$ cat src/rtl/deadline_fifo_job_scheduler_core_assert.svh
// Assertion macros for the deadline FIFO job scheduler.
// Used by the top level; depends on nothing else.
`ifndef DEADLINE_FIFO_JOB_SCHEDULER_CORE_ASSERT_SVH
`define DEADLINE_FIFO_JOB_SCHEDULER_CORE_ASSERT_SVH

// Same-cycle implication, disabled during reset
`define DFJS_ASSERT_NOW(label, clk, rstn, ante, cons) \
    label: assert property (@(posedge clk) disable iff (!(rstn)) (ante) |-> (cons)) \
        else $error("dfjs same-cycle check failed");

// Next-cycle implication, disabled during reset
`define DFJS_ASSERT_NEXT(label, clk, rstn, ante, cons) \
    label: assert property (@(posedge clk) disable iff (!(rstn)) (ante) |=> (cons)) \
        else $error("dfjs next-cycle check failed");

`endif

$ cat src/rtl/dfjs_pkg.sv
// Shared types and constants of the deadline FIFO job scheduler.
// Used by every module of the block; depends on nothing.
`default_nettype none

package dfjs_pkg;

    localparam int QUEUE_DEPTH_DEF = 3;

    localparam int ID_W   = 16;
    localparam int TIME_W = 21;
    localparam int LEN_W  = 16;
    localparam int CODE_W = 2;

    localparam int S_TDATA_W = 80;
    localparam int M_TDATA_W = 64;

    typedef enum logic [CODE_W-1:0] {
        OUT_DONE    = 2'd0,
        OUT_FULL    = 2'd1,
        OUT_LATE    = 2'd2,
        OUT_OVERRUN = 2'd3
    } outcome_t;

    typedef enum logic [1:0] {
        ST_IDLE,
        ST_CHECK,
        ST_SERVE,
        ST_ADMIT
    } state_t;

    // One queued job as stored in the slot memory
    typedef struct packed {
        logic [ID_W-1:0]   id;
        logic [TIME_W-1:0] arrival;
        logic [LEN_W-1:0]  length;
        logic [TIME_W-1:0] deadline;
    } slot_t;

    // Verdict on the head job
    typedef struct packed {
        outcome_t          outcome;
        logic [TIME_W-1:0] event_time;
        logic [TIME_W-1:0] wait_delay;
        logic [TIME_W-1:0] clock_next;
    } serve_t;

endpackage

`default_nettype wire

$ cat src/rtl/dfjs_slot_ram.sv
// Slot memory of the job queue: one write port, one registered read port.
// Depends on dfjs_pkg for the slot type.
`default_nettype none

module dfjs_slot_ram #(
    parameter int DEPTH = dfjs_pkg::QUEUE_DEPTH_DEF,
    parameter int IDX_W = 2
) (
    input  wire logic               aclk,
    input  wire logic               wr_en,
    input  wire logic [IDX_W-1:0]   wr_addr,
    input  wire dfjs_pkg::slot_t    wr_data,
    input  wire logic               rd_en,
    input  wire logic [IDX_W-1:0]   rd_addr,
    output dfjs_pkg::slot_t         rd_data
);

    dfjs_pkg::slot_t mem [DEPTH];
    dfjs_pkg::slot_t rd_data_reg;

    // Write the tail entry
    always_ff @(posedge aclk) begin
        if (wr_en) begin
            mem[wr_addr] <= wr_data;
        end
    end

    // Read the head entry, data valid in the cycle after the read
    always_ff @(posedge aclk) begin
        if (rd_en) begin
            rd_data_reg <= mem[rd_addr];
        end
    end

    assign rd_data = rd_data_reg;

endmodule

`default_nettype wire

$ cat src/rtl/dfjs_serve_unit.sv
// Evaluates the head job against the simulated clock: done, late or overrun.
// Depends on dfjs_pkg for the slot and verdict types.
`default_nettype none

module dfjs_serve_unit (
    input  wire logic [dfjs_pkg::TIME_W-1:0] clock_now,
    input  wire dfjs_pkg::slot_t             job,
    output dfjs_pkg::serve_t                 verdict
);

    logic [dfjs_pkg::TIME_W-1:0] start_at;
    logic [dfjs_pkg::TIME_W:0]   finish_time;
    logic                        is_late;
    logic                        fits;

    // Start at the later of clock and arrival; finish at full width
    always_comb begin
        is_late     = (clock_now >= job.deadline);
        start_at    = (clock_now > job.arrival) ? clock_now : job.arrival;
        finish_time = {1'b0, start_at} + {{(dfjs_pkg::TIME_W + 1 - dfjs_pkg::LEN_W){1'b0}},
                                          job.length};
        fits        = (finish_time <= {1'b0, job.deadline});
    end

    // Pick outcome, event time, delay and the new clock
    always_comb begin
        if (is_late) begin
            verdict.outcome    = dfjs_pkg::OUT_LATE;
            verdict.event_time = clock_now;
            verdict.wait_delay = (clock_now >= job.arrival) ? clock_now - job.arrival
                                                            : '0;
            verdict.clock_next = clock_now;
        end else if (fits) begin
            verdict.outcome    = dfjs_pkg::OUT_DONE;
            verdict.event_time = finish_time[dfjs_pkg::TIME_W-1:0];
            verdict.wait_delay = start_at - job.arrival;
            verdict.clock_next = finish_time[dfjs_pkg::TIME_W-1:0];
        end else begin
            verdict.outcome    = dfjs_pkg::OUT_OVERRUN;
            verdict.event_time = job.deadline;
            verdict.wait_delay = (job.deadline >= job.arrival) ? job.deadline - job.arrival
                                                               : '0;
            verdict.clock_next = job.deadline;
        end
    end

endmodule

`default_nettype wire

$ cat src/rtl/deadline_fifo_job_scheduler_core.sv
// Deadline FIFO job scheduler: sequencer, clock and queue pointers, result register.
// An item with no results passes IDLE, CHECK and ADMIT before the input is free again;
// each served job adds a slot memory read (CHECK), then an evaluation (SERVE), and
// a final job drains the queue before the input is free again; a result register
// that is still full stalls the sequencer for as long as the result is not taken.
// A result appears on m_ in the cycle after it is evaluated and is held until taken.
// Reset (aresetn low, synchronous) clears clock, head, fill, state and result valid.
`default_nettype none

`include "deadline_fifo_job_scheduler_core_assert.svh"

module deadline_fifo_job_scheduler_core #(
    parameter int QUEUE_DEPTH = dfjs_pkg::QUEUE_DEPTH_DEF
) (
    input  wire logic                              aclk,
    input  wire logic                              aresetn,
    // job_id[15:0], arrival_time[36:16], run_length[52:37], deadline[73:53]
    input  wire logic [dfjs_pkg::S_TDATA_W-1:0]    s_tdata,
    input  wire logic                              s_tlast,
    input  wire logic                              s_tvalid,
    output logic                                   s_tready,
    // result_id[15:0], event_time[36:16], wait_delay[57:37]
    output logic [dfjs_pkg::M_TDATA_W-1:0]         m_tdata,
    // outcome[1:0]
    output logic [dfjs_pkg::CODE_W-1:0]            m_tuser,
    output logic                                   m_tlast,
    output logic                                   m_tvalid,
    input  wire logic                              m_tready
);

    localparam int IDX_W = (QUEUE_DEPTH > 1) ? $clog2(QUEUE_DEPTH) : 1;
    localparam int CNT_W = $clog2(QUEUE_DEPTH + 1);
    localparam int SUM_W = CNT_W + 1;
    localparam int TW    = dfjs_pkg::TIME_W;

    // Control state
    dfjs_pkg::state_t   state_reg, state_next;
    logic [TW-1:0]      clock_reg, clock_next;
    logic [IDX_W-1:0]   head_reg, head_next;
    logic [CNT_W-1:0]   fill_reg, fill_next;
    logic               drain_reg, drain_next;

    // Current job
    dfjs_pkg::slot_t    job_reg, job_next;
    logic               final_reg, final_next;

    // Result register
    logic               out_valid_reg, out_valid_next;
    logic               out_last_reg, out_last_next;
    dfjs_pkg::outcome_t out_code_reg, out_code_next;
    logic [dfjs_pkg::ID_W-1:0] out_id_reg, out_id_next;
    logic [TW-1:0]      out_time_reg, out_time_next;
    logic [TW-1:0]      out_delay_reg, out_delay_next;

    // Memory and serve unit
    logic               rd_en, wr_en;
    logic [IDX_W-1:0]   tail_idx;
    logic [SUM_W-1:0]   tail_sum;
    dfjs_pkg::slot_t    head_job;
    dfjs_pkg::serve_t   verdict;
    logic               out_free;
    logic               serve_fire;
    logic [CNT_W-1:0]   fill_dec;
    logic               s_accept;

    assign s_accept = s_tvalid && s_tready;
    assign out_free = !out_valid_reg || m_tready;

    // Tail slot: (head + fill) modulo depth, the sum stays below twice the depth
    always_comb begin
        tail_sum = SUM_W'(head_reg) + SUM_W'(fill_reg);
        if (tail_sum >= SUM_W'(QUEUE_DEPTH)) begin
            tail_sum = tail_sum - SUM_W'(QUEUE_DEPTH);
        end
        tail_idx = tail_sum[IDX_W-1:0];
    end

    dfjs_slot_ram #(
        .DEPTH (QUEUE_DEPTH),
        .IDX_W (IDX_W)
    ) u_slot_ram (
        .aclk    (aclk),
        .wr_en   (wr_en),
        .wr_addr (tail_idx),
        .wr_data (job_reg),
        .rd_en   (rd_en),
        .rd_addr (head_reg),
        .rd_data (head_job)
    );

    dfjs_serve_unit u_serve_unit (
        .clock_now (clock_reg),
        .job       (head_job),
        .verdict   (verdict)
    );

    assign fill_dec = fill_reg - CNT_W'(1);

    // Sequencer: next state, queue pointers, clock and result load
    always_comb begin
        state_next     = state_reg;
        clock_next     = clock_reg;
        head_next      = head_reg;
        fill_next      = fill_reg;
        drain_next     = drain_reg;
        job_next       = job_reg;
        final_next     = final_reg;
        out_valid_next = out_valid_reg && !m_tready;
        out_last_next  = out_last_reg;
        out_code_next  = out_code_reg;
        out_id_next    = out_id_reg;
        out_time_next  = out_time_reg;
        out_delay_next = out_delay_reg;
        rd_en          = 1'b0;
        wr_en          = 1'b0;
        serve_fire     = 1'b0;
        s_tready       = 1'b0;

        case (state_reg)
            dfjs_pkg::ST_IDLE: begin
                s_tready = 1'b1;
                if (s_tvalid) begin
                    job_next.id       = s_tdata[15:0];
                    job_next.arrival  = s_tdata[36:16];
                    job_next.length   = s_tdata[52:37];
                    job_next.deadline = s_tdata[73:53];
                    final_next        = s_tlast;
                    state_next        = dfjs_pkg::ST_CHECK;
                end
            end

            dfjs_pkg::ST_CHECK: begin
                // Serve while the queue is not empty and the clock lags the arrival, or while draining
                if (fill_reg != '0 && (drain_reg || clock_reg < job_reg.arrival)) begin
                    rd_en      = 1'b1;
                    state_next = dfjs_pkg::ST_SERVE;
                end else if (drain_reg) begin
                    drain_next = 1'b0;
                    state_next = dfjs_pkg::ST_IDLE;
                end else begin
                    state_next = dfjs_pkg::ST_ADMIT;
                end
            end

            dfjs_pkg::ST_SERVE: begin
                if (out_free) begin
                    serve_fire     = 1'b1;
                    clock_next     = verdict.clock_next;
                    head_next      = (head_reg == IDX_W'(QUEUE_DEPTH - 1)) ? '0
                                                                          : head_reg + IDX_W'(1);
                    fill_next      = fill_dec;
                    out_valid_next = 1'b1;
                    out_code_next  = verdict.outcome;
                    out_id_next    = head_job.id;
                    out_time_next  = verdict.event_time;
                    out_delay_next = verdict.wait_delay;
                    if (drain_reg) begin
                        out_last_next = (fill_dec == '0);
                        if (fill_dec == '0) begin
                            drain_next = 1'b0;
                            state_next = dfjs_pkg::ST_IDLE;
                        end else begin
                            state_next = dfjs_pkg::ST_CHECK;
                        end
                    end else begin
                        // Last only if serving stops here and no drain follows
                        out_last_next = (fill_dec == '0 ||
                                         verdict.clock_next >= job_reg.arrival) && !final_reg;
                        state_next    = dfjs_pkg::ST_CHECK;
                    end
                end
            end

            dfjs_pkg::ST_ADMIT: begin
                if (fill_reg < CNT_W'(QUEUE_DEPTH)) begin
                    wr_en      = 1'b1;
                    fill_next  = fill_reg + CNT_W'(1);
                    if (clock_reg < job_reg.arrival) begin
                        clock_next = job_reg.arrival;
                    end
                    drain_next = final_reg;
                    state_next = final_reg ? dfjs_pkg::ST_CHECK : dfjs_pkg::ST_IDLE;
                end else if (out_free) begin
                    // Queue full: reject the arriving job at once
                    out_valid_next = 1'b1;
                    out_code_next  = dfjs_pkg::OUT_FULL;
                    out_id_next    = job_reg.id;
                    out_time_next  = job_reg.arrival;
                    out_delay_next = '0;
                    out_last_next  = !final_reg;
                    drain_next     = final_reg;
                    state_next     = final_reg ? dfjs_pkg::ST_CHECK : dfjs_pkg::ST_IDLE;
                end
            end

            default: begin
                state_next = dfjs_pkg::ST_IDLE;
            end
        endcase
    end

    // Control registers
    always_ff @(posedge aclk) begin
        if (!aresetn) begin
            state_reg     <= dfjs_pkg::ST_IDLE;
            clock_reg     <= '0;
            head_reg      <= '0;
            fill_reg      <= '0;
            drain_reg     <= 1'b0;
            out_valid_reg <= 1'b0;
        end else begin
            state_reg     <= state_next;
            clock_reg     <= clock_next;
            head_reg      <= head_next;
            fill_reg      <= fill_next;
            drain_reg     <= drain_next;
            out_valid_reg <= out_valid_next;
        end
    end

    // Payload registers
    always_ff @(posedge aclk) begin
        job_reg       <= job_next;
        final_reg     <= final_next;
        out_last_reg  <= out_last_next;
        out_code_reg  <= out_code_next;
        out_id_reg    <= out_id_next;
        out_time_reg  <= out_time_next;
        out_delay_reg <= out_delay_next;
    end

    // Drive the result channel
    assign m_tvalid = out_valid_reg;
    assign m_tlast  = out_last_reg;
    assign m_tuser  = out_code_reg;
    assign m_tdata  = {6'd0, out_delay_reg, out_time_reg, out_id_reg};

    `DFJS_ASSERT_NOW(a_fill_bound, aclk, aresetn, 1'b1, fill_reg <= CNT_W'(QUEUE_DEPTH))
    `DFJS_ASSERT_NEXT(a_serve_pops, aclk, aresetn, serve_fire, fill_reg == $past(fill_dec))
    `DFJS_ASSERT_NOW(a_idle_no_drain, aclk, aresetn, state_reg == dfjs_pkg::ST_IDLE, !drain_reg)
    `DFJS_ASSERT_NEXT(a_accept_checks, aclk, aresetn, s_accept, state_reg == dfjs_pkg::ST_CHECK)

endmodule

`default_nettype wire
$ cat config.mk
export PLATFORM = sky130hd
export DESIGN_NAME = deadline_fifo_job_scheduler_core
export DESIGN_NICKNAME = d
export VERILOG_FILES = /design/src/rtl/dfjs_pkg.sv /design/src/rtl/dfjs_slot_ram.sv /design/src/rtl/dfjs_serve_unit.sv /design/src/rtl/deadline_fifo_job_scheduler_core.sv
export VERILOG_INCLUDE_DIRS = /design/src /design/src/rtl
export SDC_FILE = /design/constraint.sdc
export NUM_CORES = 1
export LEC_CHECK = 0
export BUFFER_PORTS_ARGS = -buffer_cell sky130_fd_sc_hd__buf_2
export CAP_MARGIN = 0
export CORE_MARGIN = 3
export CORE_UTILIZATION = 40
export DETAILED_ROUTE_END_ITERATION = 12
export MAX_ROUTING_LAYER = met4
export SKIP_LAST_GASP = 1
export SLEW_MARGIN = 20
export SYNTH_ARGS = -nofsm -noshare
export SYNTH_HDL_FRONTEND = slang
export SYNTH_SLANG_ARGS = --single-unit
$ cat constraint.sdc
create_clock -name aclk -period 8.35 [get_ports aclk]
set_clock_uncertainty 0.1 [all_clocks]
set_input_delay 0.4175 -clock aclk [delete_from_list [all_inputs] [get_ports aclk]]
set_output_delay 0.4175 -clock aclk [all_outputs]
set_load 0.02 [all_outputs]
Word-level counts from Yosys, hierarchy flattened
Memories as Yosys holds them, arrays and structs flattened. A register that Yosys moved wholly into a read port is not among the register bits.
Cells that the tools add are included.
W data, S select, Z words.
{"block": "totals", "ram_bits": 222, "wordCells": 130, "out_inout_bits": 69, "ff_bits": 165, "input_bits": 85, "memories": 1}
{"name": "u_slot_ram.mem", "depth": 3, "word_bits": 74, "read_ports": 1, "rd_ports_with_merged_regs": 1, "wr": 1, "line": "dfjs_slot_ram.sv:18", "text": "dfjs_pkg::slot_t mem [DEPTH];"}
{"block": "op_classes", "add_sub_neg": 9, "order_cmp": 9, "n_mux": 62, "reduce_logical": 21, "eq_ne": 12}
{"op": "$mux W21", "count": 12}
{"op": "$mux W65", "count": 2}
{"op": "$pmux W21 S2", "count": 3}
{"op": "$ge A21 B21 Y1", "count": 4}
{"op": "$sub A21 B21 Y21", "count": 3}
{"op": "$mux W16", "count": 3}
{"op": "$pmux W16 S2", "count": 1}
{"op": "$mux W2", "count": 14}
{"op": "$add A21 B16 Y22", "count": 1}
{"op": "$le A22 B21 Y1", "count": 1}
{"op": "$gt A21 B21 Y1", "count": 1}
{"op": "$lt A21 B21 Y1", "count": 1}
{"op": "$mux W1", "count": 21}
{"op": "$ne A2 B2 Y1 const B", "count": 7}
{"op": "$reduce_and A4 Y1", "count": 3}
{"op": "$pmux W2 S2", "count": 2}
{"op": "$pmux W2 S4", "count": 1}
{"op": "$eq A2 B2 Y1 const B", "count": 3}
{"op": "$reduce_and A3 Y1", "count": 2}
{"op": "$add A2 B1 Y2 const B", "count": 2}
{"op": "$logic_not A2 Y1", "count": 2}
{"op": "$pmux W1 S2", "count": 2}
{"op": "$reduce_and A2 Y1", "count": 2}
{"op": "$reduce_bool A2 Y1", "count": 2}
{"op": "other kinds (12)", "count": 18}

Longest topological paths before layout
{"block": "logic_depth", "depth_word": 12, "ltp_mapped": 39, "ltp_nobuf": 35}

Modules after synthesis
A second synthesis with hierarchy kept.
{"block": "unflattened", "hier_cells": 2039, "hier_area_um2": 24335.8}
{"module": "dfjs_slot_ram", "instances": 1, "area_each_um2": 10462.5, "cells_each": 545, "seq_area_each_um2": 8888.5}
{"module": "deadline_fifo_job_scheduler_core", "instances": 1, "area_each_um2": 7682.4, "cells_each": 612, "seq_area_each_um2": 4664.5}
{"module": "dfjs_serve_unit", "instances": 1, "area_each_um2": 6190.9, "cells_each": 882, "seq_area_each_um2": 0.0}

Least setup slack after synthesis
Ideal clock, no wire load.
{"block": "synth_timing", "path_kind": "reg2reg", "from": "reg u_slot_ram.rd_data[53] (netlist name)", "to": "reg out_last_reg, in the netlist m_tlast (data pin)", "arrival_ps": 7614, "required_ps": 7989, "slack_ps": 375, "path_stages_with_launch": 38, "synth_period_minus_slack_ps": 7975, "n_path_buf": 3, "setup_time_ps": 261, "cell_sequence": "edfxtp_1 -> inv_1 -> ha_1 -> buf_4 -> nand4_1 -> nor4_4 -> o211ai_4 -> a31oi_1 -> clkbuf_1 -> clkbuf_1 -> nand2_1 -> o21ai_0 -> ha_1 -> a211oi_1 -> o211a_1 -> nor2_1 -> a21o_1 -> o2111ai_1 -> [... 2 more ...] -> ha_1 -> a21o_1 -> a211oi_1 -> o211ai_1 -> o211ai_1 -> a21oi_1 -> a21oi_4 -> mux2_1 -> mux2_2 -> ha_1 -> o21a_1 -> o21a_1 -> o21a_1 -> o21ai_0 -> a21boi_0 -> o21a_1 -> o21ai_0 -> o31ai_1"}
{"block": "synth_via", "elab_chain_cells": 12}
{"item": "$gt A21 B21 Y1", "line": "dfjs_serve_unit.sv:19", "text": "start_at = (clock_now > job.arrival) ? clock_now : job.arrival;"}
{"item": "$mux W21 (*)", "line": "dfjs_serve_unit.sv:19"}
{"item": "$add A21 B16 Y22 (*)", "line": "dfjs_serve_unit.sv:20", "text": "finish_time = {1'b0, start_at} + {{(dfjs_pkg::TIME_W + 1 - dfjs_pkg::LEN_W){1'b0}},"}
{"item": "$le A22 B21 Y1", "line": "dfjs_serve_unit.sv:22", "text": "fits = (finish_time <= {1'b0, job.deadline});"}
{"item": "$mux W65 (*)", "line": "dfjs_serve_unit.sv:33", "text": "end else if (fits) begin"}
{"item": "$mux W65 (*)", "line": "dfjs_serve_unit.sv:27", "text": "if (is_late) begin"}
{"item": "$ge A21 B21 Y1 (*)", "line": "deadline_fifo_job_scheduler_core.sv:168", "text": "verdict.clock_next >= job_reg.arrival) && !final_reg;"}
{"item": "$logic_or A1 B1 Y1 (*)", "line": "deadline_fifo_job_scheduler_core.sv:167", "text": "out_last_next = (fill_dec == '0 ||"}
{"item": "$logic_and A1 B1 Y1 (*)", "line": "deadline_fifo_job_scheduler_core.sv:168"}
{"item": "$mux W1 (*)", "line": "deadline_fifo_job_scheduler_core.sv:157", "text": "if (drain_reg) begin"}
{"item": "$mux W1 (*)", "line": "deadline_fifo_job_scheduler_core.sv:146", "text": "if (out_free) begin"}
{"item": "$pmux W1 S2 (*)", "line": "deadline_fifo_job_scheduler_core.sv:119", "text": "case (state_reg)"}
{"item": "named net out_last_next", "line": "deadline_fifo_job_scheduler_core.sv:49", "text": "logic out_last_reg, out_last_next;"}
{"item": "end signal: assignment", "line": "deadline_fifo_job_scheduler_core.sv:225", "text": "out_last_reg <= out_last_next;"}
{"item": "end: declaration", "line": "deadline_fifo_job_scheduler_core.sv:49"}
Mark *: on every way through the listed nets, which the timed path passes. The rest lies on a longest branch. The select of a mux whose other input is x is not followed.
A chain may end at the register's enable or synchronous reset.

Final worst setup path
{"block": "layout_timing", "from": "reg u_slot_ram.rd_data[47] (netlist name)", "to": "reg out_last_reg, in the netlist m_tlast (data pin)"}
{"block": "layout_via", "elab_chain_cells": 12}
{"item": "$gt A21 B21 Y1", "line": "dfjs_serve_unit.sv:19"}
{"item": "$mux W21 (*)", "line": "dfjs_serve_unit.sv:19"}
{"item": "$add A21 B16 Y22 (*)", "line": "dfjs_serve_unit.sv:20"}
{"item": "$le A22 B21 Y1", "line": "dfjs_serve_unit.sv:22"}
{"item": "$mux W65 (*)", "line": "dfjs_serve_unit.sv:33"}
{"item": "$mux W65 (*)", "line": "dfjs_serve_unit.sv:27"}
{"item": "$ge A21 B21 Y1 (*)", "line": "deadline_fifo_job_scheduler_core.sv:168"}
{"item": "$logic_or A1 B1 Y1 (*)", "line": "deadline_fifo_job_scheduler_core.sv:167"}
{"item": "$logic_and A1 B1 Y1 (*)", "line": "deadline_fifo_job_scheduler_core.sv:168"}
{"item": "$mux W1 (*)", "line": "deadline_fifo_job_scheduler_core.sv:157"}
{"item": "$mux W1 (*)", "line": "deadline_fifo_job_scheduler_core.sv:146"}
{"item": "$pmux W1 S2 (*)", "line": "deadline_fifo_job_scheduler_core.sv:119"}
{"item": "named net out_last_next", "line": "deadline_fifo_job_scheduler_core.sv:49"}
Marks and branches as above.

==> results.cfg <==
[cts]
root_buffer = clkbuf_16
tritoncts_clock_tree = built
clock_sinks = 461
clkTransAtPathRegs_ns = 0.06
cts_max_path_buffers = 3
clock_insertion_delay_worst_skew_ns = 0.59
cts_buffers = 48
cts-htree-levels = 2

[yosys]
yosysSeqAreaShare_pct = 56.89
number_of_synthesis_warnings = 0
synthCells = 1986
synthesis.area_per_instance_um2 = 11.99
async_reset_ff_share_pct = 0
synthesis_stage_register_bit_count = 461
post_synth_num_cell_types = 87
netlist_area_um2 = 23820
synth_ff_type = edfxtp_1
synth-edff-count = 432

[detailed_routing]
detail_route.wl_per_cell_um = 21.67
drt_drc_violations_left = 0
total_via_count_after_detailed_routing = 17510
initialDrtViolationCount = 1641
avgViaCountPerCell = 5.471
first_pass_iters = 5
route.final.wire_length_um = 69360
postRouteAntennaNets = 0

[final_layout]
seqCellArea_um2 = 13560
drive_gt1_share_pct = 20.25
final_core_utilization_pct = 49.99
num-nets-final = 2652
final.fill_count = 5193
layout.cells.most_common = edfxtp_1
largest_reg_flops = 222
synthToLayoutAreaGrowth_pct = 22.46
multi_input_gate_area_um2 = 9719
commonest_cells_after_routing_fill_and_taps_aside = edfxtp_1, nand2_1, buf_4
design_area_final_um2 = 29170

[hold_path]
holdCritPathClass = in2reg
worst_hold_path.num_cells = 3
worst_hold_path.endpoint = m_tvalid$_SDFF_PN0_
min_from = m_tready

[floorplan]
die_width_um = 250.0
floorplan.initialDensity_pct = 40.82
die_area_um2 = 62520
core_area_um2 = 58360
row_count = 88
floorplan.io_pins = 154
vert_die_dim_um = 250.0

[critical_path]
worstPathMaxFanout = 25
worst_ep_arrival_time_ns = 8.23
worst-r2r-cell-count = 37
r2r_slack_ns = 0.34
worstReg2RegEnd = m_tlast$_DFFE_PP_
cpPeakStageDelay_ns = 0.43
timing.rr.start = u_slot_ram.rd_data[47]$_DFFE_PP_
cp-end-kind = flip-flop
crit_type = reg2reg
timing.critical_path.required_ns = 8.57
worst_path_max_delay_cell = or3_1
crit_path_start_kind = flip-flop

[timing]
final_min_period_over_clock_period_pct = 95.91
fmax_mhz = 124.9
slew_headroom_pct = 16.39
post-route-min-period_ns = 8.009
tightest_pin_transition_ns = 1.245
final-setup-viol-count = 0
slew_violations = 0
timing.final.hold_violations = 0

[grt]
grtUsageTotal_pct = 22.38
grt_total_ovfl = 0
grt_start_max_net_pins = 99
grt_pass1_wl_um = 104400
grt_pass1_vias = 17480
antenna_found_initial = 2

[power_and_ir_drop]
peakVddDrop_uv = 143.5
cellLeakagePower_nw = 11.33
areal_power_density_over_the_cells_nw_per_um2 = 216.6

[place]
count_of_input_and_output_buffers = 141
dp_hpwl_um = 51040
gp_routability_congestion = 0.9634
placed_cell_area_um2 = 26760

[job]
max_cap_viol_count = 0

[outcome]
status = completed
layer usage:
metal  wire length, um  track usage [%]
met3              4468            2.887
met2             31920            34.95
met1             31200            30.87
met5                 0                -
met4              1782            6.230
final cells by class:
type	instances	share of cell area, %
timing repair buffer	422	10.35
tap	765	3.281
multi-input combinational	1360	33.32
clock buffer	61	4.319
clock inverter	29	0.9307
antenna	1	0.008578
inverter	102	1.312
sequential	461	46.48
through the flow:
step,hold slack [ns],setup TNS (ns),worst slack (ns),std cells,power [mW]
5_1_grt,0.1330,-0.06675,-0.06675,3201,6.620
3_3_place_gp,0.3473,0,0.2554,3028,4.202
2_1_floorplan,0.3401,0,0.3748,1991,3.664
3_5_place_dp,0.3592,0,0.1963,3028,4.223
6_report,0.1311,0,0.3414,3201,6.319
4_1_cts,0.1076,0,0.1607,3193,6.345
report_power, final:
part           switching [mW]  total (mW)  internal [mW]  leakage (nW)
logic                   0.827        1.46          0.638          6.42
clock network           0.907        2.08           1.17         0.733
registers              0.0860        2.77           2.69          4.18
total                    1.82        6.32           4.50          11.3
worst max-delay path by stage:
stage | slack, ns | from | cells past startpoint | end
floorplan | 0.37 | u_slot_ram.rd_data[53]$_DFFE_PP_ | 37 | m_tlast$_DFFE_PP_
global placement | 0.26 | u_slot_ram.rd_data[53]$_DFFE_PP_ | 38 | m_tlast$_DFFE_PP_
detailed placement | 0.20 | u_slot_ram.rd_data[53]$_DFFE_PP_ | 37 | m_tlast$_DFFE_PP_
CTS | 0.16 | u_slot_ram.rd_data[53]$_DFFE_PP_ | 37 | m_tlast$_DFFE_PP_
global route | -0.07 | u_slot_ram.rd_data[49]$_DFFE_PP_ | 36 | m_tlast$_DFFE_PP_
finish | 0.34 | u_slot_ram.rd_data[47]$_DFFE_PP_ | 37 | m_tlast$_DFFE_PP_
critical path, delay by kind of cell, from the launching register on:
family                     cells  cell delay (ns)
AOI/OAI and AO/OA             21             3.75
xor gates and xnor gates       1             0.13
adders and majority gates      4             1.21
buffers and inverters          5             0.62
DFF                            1             0.37
muxes                          3             0.89
and+or+nand+nor                3             0.66
logic make-up after synthesis:
logic type,synth area share (%)
AO/OA/AOI/OAI,14.40
AND/OR/NAND/NOR,9.055
flip-flops,56.89
adder cells (fa/ha/maj),9.192
buffers and inverters,2.873
multiplexers,5.037
XOR/XNOR,2.537
other,0.01574
repair_timing:
action                     in CTS  in global routing
hold buffers                   75                  0
setup endpoints to repair       0                  1
hold endpoints to repair       75                  0
resized for setup               0                 21
setup buffers                   0                  7
cell usage after synthesis, types with 24 or more instances:
library cell | number | share of area [%]
edfxtp_1 | 432 | 54
nand2_1 | 215 | 3.4
ha_1 | 167 | 8.8
o21ai_0 | 163 | 3.4
a21oi_1 | 110 | 2.3
inv_1 | 102 | 1.6
mux2i_1 | 82 | 3.4
nor2_1 | 81 | 1.3
a21o_1 | 50 | 1.6
clkbuf_1 | 49 | 0.77
xnor2_1 | 46 | 1.7
nand3_1 | 32 | 0.67
nor3_1 | 32 | 0.67
dfxtp_1 | 29 | 2.4
mux2_2 | 27 | 1.3
a31oi_1 | 24 | 0.63
No activity file was read; power rests on OpenSTA's default activity.
